===== src/rtl/gtl_pkg.sv =====
// shared types and constants for the glyph text layout block
package gtl_pkg;

   localparam logic [15:0] CODE_CR = 16'h000D;
   localparam logic [15:0] CODE_LF = 16'h000A;

   localparam logic [1:0] KIND_STORED = 2'd0;
   localparam logic [1:0] KIND_SPRITE = 2'd1;
   localparam logic [1:0] KIND_BLANK  = 2'd2;
   localparam logic [1:0] KIND_NONE   = 2'd3;

   localparam logic FUNC_LOAD   = 1'b0;
   localparam logic FUNC_LAYOUT = 1'b1;

   localparam logic [1:0] REG_GLYPH_COUNT  = 2'd0;
   localparam logic [1:0] REG_LINE_SPACE   = 2'd1;
   localparam logic [1:0] REG_DEFAULT_CHAR = 2'd2;

   localparam int ENTRY_W = 112;   // code 16, rect 48, metrics 48

   typedef struct packed {
      logic        func;
      logic [7:0]  entry_index;
      logic [15:0] char_code;
      logic [11:0] rect_left;
      logic [11:0] rect_top;
      logic [11:0] rect_right;
      logic [11:0] rect_bottom;
      logic signed [15:0] glyph_offset_x;
      logic signed [15:0] glyph_offset_y;
      logic signed [15:0] glyph_advance;
      logic        end_of_text;
   } req_type;

   typedef struct packed {
      logic [1:0]  kind;
      logic signed [19:0] sprite_x;
      logic signed [19:0] sprite_y;
      logic [11:0] src_left;
      logic [11:0] src_top;
      logic [11:0] src_right;
      logic [11:0] src_bottom;
      logic [18:0] extent_width;
      logic [18:0] extent_height;
      logic        text_done;
   } rsp_type;

   typedef enum logic [1:0] {
      CMD_LOAD,
      CMD_CR,
      CMD_LF,
      CMD_GLYPH
   } cmd_type;

   // classified request passed from front to back
   typedef struct packed {
      cmd_type     cmd;
      logic        white;
      logic        done;
      logic [15:0] code;
   } work_type;

   typedef enum logic [2:0] {
      ST_IDLE,
      ST_PROBE,
      ST_CHECK,
      ST_FETCH,
      ST_APPLY,
      ST_SEND
   } state_type;

   function automatic logic is_white(input logic [15:0] c);
      return (c >= 16'h0009 && c <= 16'h000D) || c == 16'h0020 || c == 16'h0085 ||
             c == 16'h00A0 || c == 16'h1680 || (c >= 16'h2000 && c <= 16'h200A) ||
             c == 16'h2028 || c == 16'h2029 || c == 16'h202F || c == 16'h205F ||
             c == 16'h3000;
   endfunction

   function automatic logic signed [19:0] sat_s20(input logic signed [21:0] v);
      if (v > 22'sd524287) return 20'sh7FFFF;
      if (v < -22'sd524288) return 20'sh80000;
      return v[19:0];
   endfunction

   function automatic logic [18:0] sat_u19(input logic signed [21:0] v);
      if (v > 22'sd524287) return 19'h7FFFF;
      if (v < 22'sd0) return 19'd0;
      return v[18:0];
   endfunction

endpackage


===== src/rtl/gtl_front.sv =====
// request intake: classification and a two-entry queue toward the back end
module gtl_front (
   input  logic              clock,
   input  logic              reset,
   input  logic              req_valid,
   output logic              req_stall,
   input  gtl_pkg::req_type  req_data,
   output logic              q_valid,
   input  logic              q_pop,
   output gtl_pkg::work_type q_work
);
   import gtl_pkg::*;

   work_type   slot_ff [2];
   work_type   slot_in;
   logic       rd_ff, wr_ff, rd_in, wr_in;
   logic [1:0] cnt_ff, cnt_in;
   logic       push;

   always_comb begin
      slot_in.code  = req_data.char_code;
      slot_in.done  = req_data.end_of_text;
      slot_in.white = is_white(req_data.char_code);
      if (req_data.func == FUNC_LOAD) begin
         slot_in.cmd = CMD_LOAD;
      end else if (req_data.char_code == CODE_CR) begin
         slot_in.cmd = CMD_CR;
      end else if (req_data.char_code == CODE_LF) begin
         slot_in.cmd = CMD_LF;
      end else begin
         slot_in.cmd = CMD_GLYPH;
      end
   end

   assign req_stall = (cnt_ff == 2'd2);
   assign push      = req_valid && !req_stall;
   assign q_valid   = (cnt_ff != 2'd0);
   assign q_work    = slot_ff[rd_ff];

   always_comb begin
      rd_in  = q_pop ? ~rd_ff : rd_ff;
      wr_in  = push ? ~wr_ff : wr_ff;
      cnt_in = cnt_ff + {1'b0, push} - {1'b0, q_pop};
   end

   always_ff @(posedge clock) begin
      if (push) begin
         slot_ff[wr_ff] <= slot_in;
      end
   end

   always_ff @(posedge clock) begin
      if (reset) begin
         rd_ff  <= 1'b0;
         wr_ff  <= 1'b0;
         cnt_ff <= 2'd0;
      end else begin
         rd_ff  <= rd_in;
         wr_ff  <= wr_in;
         cnt_ff <= cnt_in;
      end
   end
endmodule


===== config.mk =====
export PLATFORM = sky130hd
export DESIGN_NAME = gtl_front
export DESIGN_NICKNAME = d
export VERILOG_FILES = /design/src/rtl/gtl_pkg.sv /design/src/rtl/gtl_front.sv
export SDC_FILE = /design/constraint.sdc
export NUM_CORES = 1
export LEC_CHECK = 0
export BUFFER_PORTS_ARGS = -buffer_cell sky130_fd_sc_hd__buf_2
export CORE_UTILIZATION = 39
export CTS_BUF_LIST = sky130_fd_sc_hd__clkbuf_2 sky130_fd_sc_hd__clkbuf_4 sky130_fd_sc_hd__clkbuf_8
export CTS_CLUSTER_SIZE = 24
export DETAILED_ROUTE_END_ITERATION = 10
export GPL_TIMING_DRIVEN = 0
export PLACE_DENSITY = 0.8
export SYNTH_ARGS = -nofsm -noshare
export SYNTH_HDL_FRONTEND = slang
export SYNTH_SLANG_ARGS = --single-unit

===== constraint.sdc =====
create_clock -name clock -period 3.6 [get_ports clock]
set_input_delay 0.18 -clock clock [delete_from_list [all_inputs] [get_ports clock]]
set_output_delay 0.18 -clock clock [all_outputs]
set_load 0.01 [all_outputs]

# [Yosys cells after proc, flatten, opt, wreduce, memory -nomap -nowiden]
# Memories as Yosys holds them, arrays and structs flattened. A register that Yosys moved wholly into a read port is not among the register bits.
# Index checks and enable logic that the tools add are counted.
[classes] n_mul=0 bitwise_logic=2 n_eq_ne=12 n_lt_le_gt_ge=4 add_sub_neg=2 n_mux=7 div_mod_pow=0 shifts=0 n_reduce_logical=15
[op_table] cell="$eq 16x14->1 const B" n=5
[op_table] cell="$eq 16x4->1 const B" n=2
[op_table] cell="$eq 16x8->1 const B" n=2
[op_table] cell="$eq 16x13->1 const B" n=1
[op_table] cell="$eq 16x6->1 const B" n=1
[op_table] cell="$ge 16x14->1 const B" n=1
[op_table] cell="$ge 16x4->1 const B" n=1
[op_table] cell="$le 16x14->1 const B" n=1
[op_table] cell="$le 16x4->1 const B" n=1
[op_table] cell="$logic_or 1x1->1" n=10
[op_table] cell="$mux 1" n=5
[op_table] cell="$mux 2" n=2
[op_table] cell="$logic_and 1x1->1" n=3
[op_table] cell="$add 2x1->2" n=1
[op_table] cell="$eq 2x2->1 const B" n=1
[op_table] cell="$not 1->1" n=2
[op_table] cell="$reduce_bool 2->1" n=1
[op_table] cell="$sub 2x1->2" n=1
[op_table] cell="$logic_not 1->1" n=1
[word_totals] mem_bits_rw=40 romBits=0 n_memories=1 latch_bits=0 register_bits=4
[memory_table] name="slot_ff" depth=2 width=20 read_ports=1 rd_clocked_by_memory_dff=1 write_ports=1 line_no="gtl_front.sv:14" rtl="work_type slot_ff [2];"

# [Longest topological paths before layout]
# Gate-level depths: netlist of run 1.
[logic_depth] word_depth=12 depth_mapped=8 mapped_depth_nobuf=8

# [Worst setup path after synthesis of run 1]
# No wires, ideal clock.
[synth_path] path_type="input to register" from="input port req_data[105] (netlist name)" to="memory slot_ff[0][19] (netlist name), data pin" path_slack_ns=1.608 stages=4 setup_ns=0.263 t_arrival_ns=1.729 n_path_buf=0 path_cell_list="or4_4 > or4_4 > or3_1 > o31a_1"
[synth_lines] element="start: declaration" line_no="gtl_front.sv:7" rtl="input gtl_pkg::req_type req_data,"
[synth_lines] element="end: declaration" line_no="gtl_front.sv:14"

==> results.json, run 1 <==
{
  "path_class": "input pin to flip-flop",
  "totalWireLength_mm": 3.51,
  "fill_cells": 398,
  "htree_levels": 2,
  "grt_remaining_overflow": 0,
  "numCtsBuffers": 5,
  "drc": 0,
  "grt_pass1_vias": 1165,
  "yosysTopAreaCell": "edfxtp_1",
  "max_clock_freq_ghz": 0.524,
  "die_h_um": 71.5,
  "num_rows": 24,
  "crit_fanout": 3,
  "drv_cap": 0,
  "final_hold_viol_count": 0,
  "setup_tns_ns": 0,
  "synth.net_count": 249,
  "hold_buffers": 0,
  "clk_pin_slew_ns": 0.08,
  "synth_edf_count": 40,
  "vias": 1190,
  "die_area_um2": 5110,
  "antenna_found_initial": 0,
  "gr-usage-all-layers_pct": 14.4,
  "start_util_pct": 41.8,
  "post-place-ws_ns": 1.40,
  "cts_tree": "yes",
  "ys_top_cells_by_area": "edfxtp_1 64%, mux2_2 12%, dfxtp_1 5.3%",
  "multi_input_area_um2": 568,
  "seq_area_frac_synth_pct": 69.1,
  "cp-end-kind": "flip-flop",
  "fin_nets": 300,
  "hold_path_class": "input pin to flip-flop",
  "final_cell_mix": "43 x buf_2, 40 x edfxtp_1, 20 x mux2_2",
  "worstSetupStartpointType": "input pin",
  "routedWlPerCell_um": 15.6,
  "avgViaCountPerCell": 5.29,
  "synth_area_um2": 1880,
  "relSlewSlack_pct": 35.6,
  "antenna_cells": 0,
  "cts-root-buf": "clkbuf_8",
  "worstPathRequired_ns": 3.64,
  "fin_util_pct": 50.8,
  "drtIter0Drc": 110,
  "cts_sinks": 45,
  "drive_gt1_share_pct": 43.9,
  "worstPathArrival_ns": 1.95,
  "cts_resized": 0,
  "yosysTopAreaCellShare_pct": 63.8,
  "syn_to_final_growth_pct": 21.7,
  "insertion_delay_ns": 0.29,
  "rsz0062_at_grt": "false",
  "final_common_cell": "buf_2",
  "synth_flop_cell": "edfxtp_1",
  "port_buffers": 43,
  "status": "completed",
  "grt_max_degree": 21,
  "setup_ws_ns": 1.69,
  "finClkSkew_ns": 0.00686,
  "yosys_warnings": 0,
  "regArea_um2": 1300,
  "clockBufferDepth": 2,
  "synthCells": 121,
  "vdd_ir_drop_max_v": 0.000341,
  "max_slew.worst_pin.slew_ns": 0.966,
  "globalplace.congestion": 0.859,
  "ios": 148,
  "min_period_ns": 1.91,
  "post_cts_buffers": 0,
  "dpl.hpwl_mm": 2.45,
  "design.core.area_um2": 4500,
  "ant_nets": 0,
  "finalSetupViolations": 0,
  "ys_ff_latch": 45,
  "fin_crit_sh_pct": 53.0,
  "first_pass_iters": 4,
  "powerDensity_nw_per_um2": 583,
  "syn_avg_cell_area_um2": 15.6,
  "ys_async_sr_fraction_pct": 0,
  "grt_pass1_wl_mm": 5.38,
  "power_leakage_nw": 0.856,
  "die_w_um": 71.5,
  "slew_violations": 0,
  "ys_types": 31
}
==> worst max-delay path, stage by stage <==
cell,delay [ns]
buf_2,0.11
or4_4,0.54
or4_4,0.45
or3_1,0.36
o31a_1,0.31
==> area by class of cell <==
type,instances,share of cell area (%)
well taps,52,2.84
flip-flops and latches,45,56.8
clock inverters,3,1.80
plain buffers,2,0.328
inverters,2,0.328
clock buffers,5,3.01
multi-input cells,72,24.8
repair buffers,44,10.1
==> path summary, 6_finish.rpt <==
path	startpoint	end	slack [ns]	cells past startpoint
worst max-delay path	req_data[105]	slot_ff[1][19]	1.69	5
worst min-delay path	req_data[0]	slot_ff[1][16]	0.08	1
worst max register to register	cnt_ff[0]	slot_ff[1][19]	1.92	2
worst min register to register	rd_ff	rd_ff	0.53	2
==> routing by layer <==
metal | vias up | track usage, % | part of all wire [%]
met4 | 0 | 6.97 | 2.0
met2 | 44 | 24.4 | 48
met5 | - | 0 | 0
met1 | 576 | 17.5 | 45
met3 | 7 | 3.09 | 5.0
li1 | 563 | - | -
==> through the flow <==
stage	instance area [um^2]	cells	power [mW]	hold slack, ns
after floorplan	1880	121	0.863	0.252
after global placement	2160	216	0.963	0.371
after detailed placement	2180	217	0.985	0.382
after CTS	2290	225	1.35	0.0728
after global routing	2290	225	1.40	0.0795
final	2290	225	1.34	0.0788
==> cell usage after synthesis, drive strengths merged (2+ instances only) <==
library cell  instances
edfxtp               40
mux2                 20
nor2                  9
dfxtp                 5
nand2b                5
nand2                 4
a21oi                 3
clkbuf                2
ha                    2
inv                   2
nand3                 2
nor2b                 2
nor3                  2
o21a                  2
o2bb2ai               2
or4                   2
xnor2                 2
xor2                  2
==> sequential cells by signal, summed over array words and instances, names as in the netlist, named ones only <==
signal	flops
rd_ff	1
cnt_ff	2
slot_ff	40
wr_ff	1
==> kinds of logic after synthesis <==
| logic type | synth area share (%) |
|---|---|
| buffers and inverters | 0.798 |
| adders and majority gates | 1.33 |
| DFF | 69.1 |
| xor gates and xnor gates | 1.86 |
| muxes | 12.0 |
| AOI/OAI and AO/OA | 4.65 |
| and+or+nand+nor | 10.2 |
==> power by group <==
part	total [mW]	switching, mW	internal, mW
Sequential	0.690	0.0240	0.666
Combinational	0.279	0.153	0.125
Clock	0.368	0.164	0.204
Total	1.34	0.341	0.995
No activity file was read; power rests on OpenSTA's default activity.
==> run 2, diff against run 1 <==
--- a/config.mk
+++ b/config.mk
@@ -5,13 +5,14 @@
 export SDC_FILE = /design/constraint.sdc
 export NUM_CORES = 1
 export LEC_CHECK = 0
+export ABC_AREA = 1
 export BUFFER_PORTS_ARGS = -buffer_cell sky130_fd_sc_hd__buf_2
 export CORE_UTILIZATION = 39
 export CTS_BUF_LIST = sky130_fd_sc_hd__clkbuf_2 sky130_fd_sc_hd__clkbuf_4 sky130_fd_sc_hd__clkbuf_8
 export CTS_CLUSTER_SIZE = 24
 export DETAILED_ROUTE_END_ITERATION = 10
 export GPL_TIMING_DRIVEN = 0
-export PLACE_DENSITY = 0.8
+export PLACE_DENSITY = 0.79
 export SYNTH_ARGS = -nofsm -noshare
 export SYNTH_HDL_FRONTEND = slang
 export SYNTH_SLANG_ARGS = --single-unit
==> constraint.sdc (replaced) <==
create_clock -name clock -period 1.8 [get_ports clock]
set_input_delay 0.09 -clock clock [delete_from_list [all_inputs] [get_ports clock]]
set_output_delay 0.09 -clock clock [all_outputs]
set_load 0.01 [all_outputs]
==> run 2 against run 1 <==
Against the previous run:
- global-route usage up 0.14 points
- register-to-register slack worse by 1.7 ns
- clock power grew 64%
- core utilization grew 0.20 points
- sequential cell count unchanged
- clock skew down 0.0012 ns
- synthesized cell count is 33% higher
- die area grew 4.6%
- critical path type is now flip-flop to flip-flop
- largest cell class unchanged
==> results.json, run 2 <==
{
  "rsz0062_at_grt": "false",
  "gr-usage-all-layers_pct": 14.5,
  "hold_buffers": 2,
  "grt_pass1_wl_mm": 5.62,
  "drive_gt1_share_pct": 39.3,
  "worstSetupStartpointType": "flip-flop",
  "port_buffers": 43,
  "min_period_ns": 1.59,
  "path_class": "flip-flop to flip-flop",
  "yosys-top-cells-count": "40 x edfxtp_1, 28 x nor2_1, 24 x nand2_1",
  "largest_reg_flops": 40,
  "layoutNonFillerInstCount": 286,
  "hold_path_class": "input pin to flip-flop",
  "die_area_um2": 5340,
  "grt_remaining_overflow": 0,
  "synth_edf_count": 40,
  "power_leakage_nw": 0.994,
  "synthAdderAreaFrac_pct": 1.27,
  "syn_to_final_growth_pct": 23.9,
  "relSlewSlack_pct": 71.5,
  "synth.net_count": 289,
  "synth_top_family_by_area": "simple AND/OR/NAND/NOR gates",
  "ys_async_sr_fraction_pct": 0,
  "grt_max_degree": 16,
  "start_util_pct": 41.2,
  "synthCells": 161,
  "placed_area_um2": 2310,
  "powerDensity_nw_per_um2": 956,
  "insertion_delay_ns": 0.30,
  "worstPathArrival_ns": 1.81,
  "ys_types": 20,
  "num_rows": 25,
  "routedWlPerCell_um": 12.7,
  "slew_violations": 0,
  "syn_avg_cell_area_um2": 12.2,
  "yosysTopAreaCell": "edfxtp_1",
  "power_mw": 2.33,
  "ios": 148,
  "synth_flop_cell": "edfxtp_1",
  "final_common_cell": "buf_2",
  "post_cts_buffers": 0,
  "drc": 0,
  "first_pass_iters": 4,
  "dpl.hpwl_mm": 2.61,
  "htree_levels": 2,
  "dp.cells": 273,
  "cp_slowest_cell": "dfxtp_1",
  "vias": 1325,
  "antenna_cells": 0,
  "cts_sinks": 45,
  "ant_nets": 0,
  "seq_area_frac_synth_pct": 66.0,
  "max_clock_freq_ghz": 0.629,
  "cts_tree": "yes",
  "cp-end-kind": "flip-flop",
  "finalSetupViolations": 0,
  "yosysTopAreaCellShare_pct": 60.9,
  "fin_crit_sh_pct": 88.4,
  "ys_ff_latch": 45,
  "holdWs_ns": 0.00784,
  "crit_fanout": 4,
  "synth_compound_area_share_pct": 1.33,
  "design.core.area_um2": 4790,
  "avgViaCountPerCell": 4.63,
  "drv_cap": 0,
  "synthSimpleGateAreaFrac_pct": 15.7,
  "synth_area_um2": 1970,
  "vdd_ir_drop_max_v": 0.000547,
  "fin_area_um2": 2440,
  "clk_pin_slew_ns": 0.08,
  "worst_path_largest_cell_delay_ns": 0.34,
  "die_h_um": 73.1,
  "rr_startpoint": "cnt_ff[1]",
  "min_from": "reset",
  "die_w_um": 73.1,
  "ys_top_cells_by_area": "edfxtp_1 61%, mux2_2 11%, nor2_1 5.3%",
  "yosys_warnings": 0,
  "drtIter0Drc": 72,
  "antenna_found_initial": 0,
  "yosysMostFrequentCell": "edfxtp_1",
  "worstPathRequired_ns": 2.02,
  "final_hold_viol_count": 0,
  "max_flop_register": "slot_ff",
  "max_slew.worst_pin.slew_ns": 0.427,
  "synth_mux_area_share_pct": 11.4,
  "top_regs": "slot_ff: 40 flops, cnt_ff: 2 flops",
  "clockBufferDepth": 2,
  "finClkSkew_ns": 0.00568,
  "numCtsBuffers": 5,
  "totalWireLength_mm": 3.63,
  "fin_util_pct": 51.0,
  "status": "completed",
  "cts-root-buf": "clkbuf_8",
  "synth_xor_area_share_pct": 0.888,
  "globalplace.congestion": 0.761,
  "final_cell_mix": "45 x buf_2, 40 x edfxtp_1, 26 x nor2_1",
  "grt_pass1_vias": 1222,
  "fin_nets": 346,
  "path_cells": "inv_1 -> o21ai_2 -> ha_1 -> inv_1 -> ha_1 -> xnor2_1 -> nor2_1 -> nor3b_1",
  "cts_resized": 0,
  "critPathLaunch": "cnt_ff[1]"
}
==> run 2: cell types whose count changed after synthesis, sizes merged, moves of 3 or more <==
cell,before,now
nor2,9,33
nand2,4,24
inv,2,15
nand2b,5,0
nand3,2,7
a21oi,3,0
==> run 2: metrics by stage <==
step | TNS (ns) | setup slack (ns)
after floorplan | 0 | 0.0355
after global placement | -18.72 | -0.479
after detailed placement | 0 | 0.215
after CTS | 0 | 0.192
after global routing | 0 | 0.0759
final | 0 | 0.209
==> run 2: worst paths after layout <==
check / endpoint / slack (ns) / depth (start not counted)
max: cnt_ff[1] / 0.21 / 8
min: cnt_ff[0] / 0.008 / 2
max reg2reg: cnt_ff[1] / 0.21 / 8
min reg2reg: flip-flop / 0.52 / 2
==> run 2: final cells by class <==
cell class,count,area (um^2)
sequential,45,1300
multi-input combinational,99,609
clock inverter,3,17.5
tap,67,83.8
inverter,15,56.3
buffer,2,10.0
fill,434,2340
timing repair buffer,50,295
clock buffer,5,68.8
==> run 2: layer usage <==
layer	GRT usage (%)	vias to the layer above	part of all wire (%)
met5	0	-	0
met4	5.23	0	1.5
met3	4.70	7	5.5
met2	24.7	36	49
met1	17.2	618	44
li1	-	664	-
==> run 2: cells by family (layout without fill, tap and decap cells) <==
| logic type | count (synthesis) | count (layout) |
|---|---|---|
| and+or+nand+nor | 71 | 71 |
| AOI/OAI and AO/OA | 4 | 4 |
| adders and majority gates | 2 | 2 |
| buffers and inverters | 17 | 75 |
| muxes | 20 | 20 |
| xor gates and xnor gates | 2 | 2 |
| DFF | 45 | 45 |
==> run 2: where the power goes <==
part	internal (mW)	switching, mW
Combinational	0.200	0.242
Sequential	1.26	0.0308
Clock	0.268	0.337
Total	1.72	0.610
==> run 2: worst max-delay path, delay by kind of cell, from the launching register on <==
family	cells	cell delay (ns)
buffers and inverters	2	0.14
adders and majority gates	2	0.43
and+or+nand+nor	2	0.23
AOI/OAI and AO/OA	1	0.24
xor gates and xnor gates	1	0.14
DFF	1	0.34
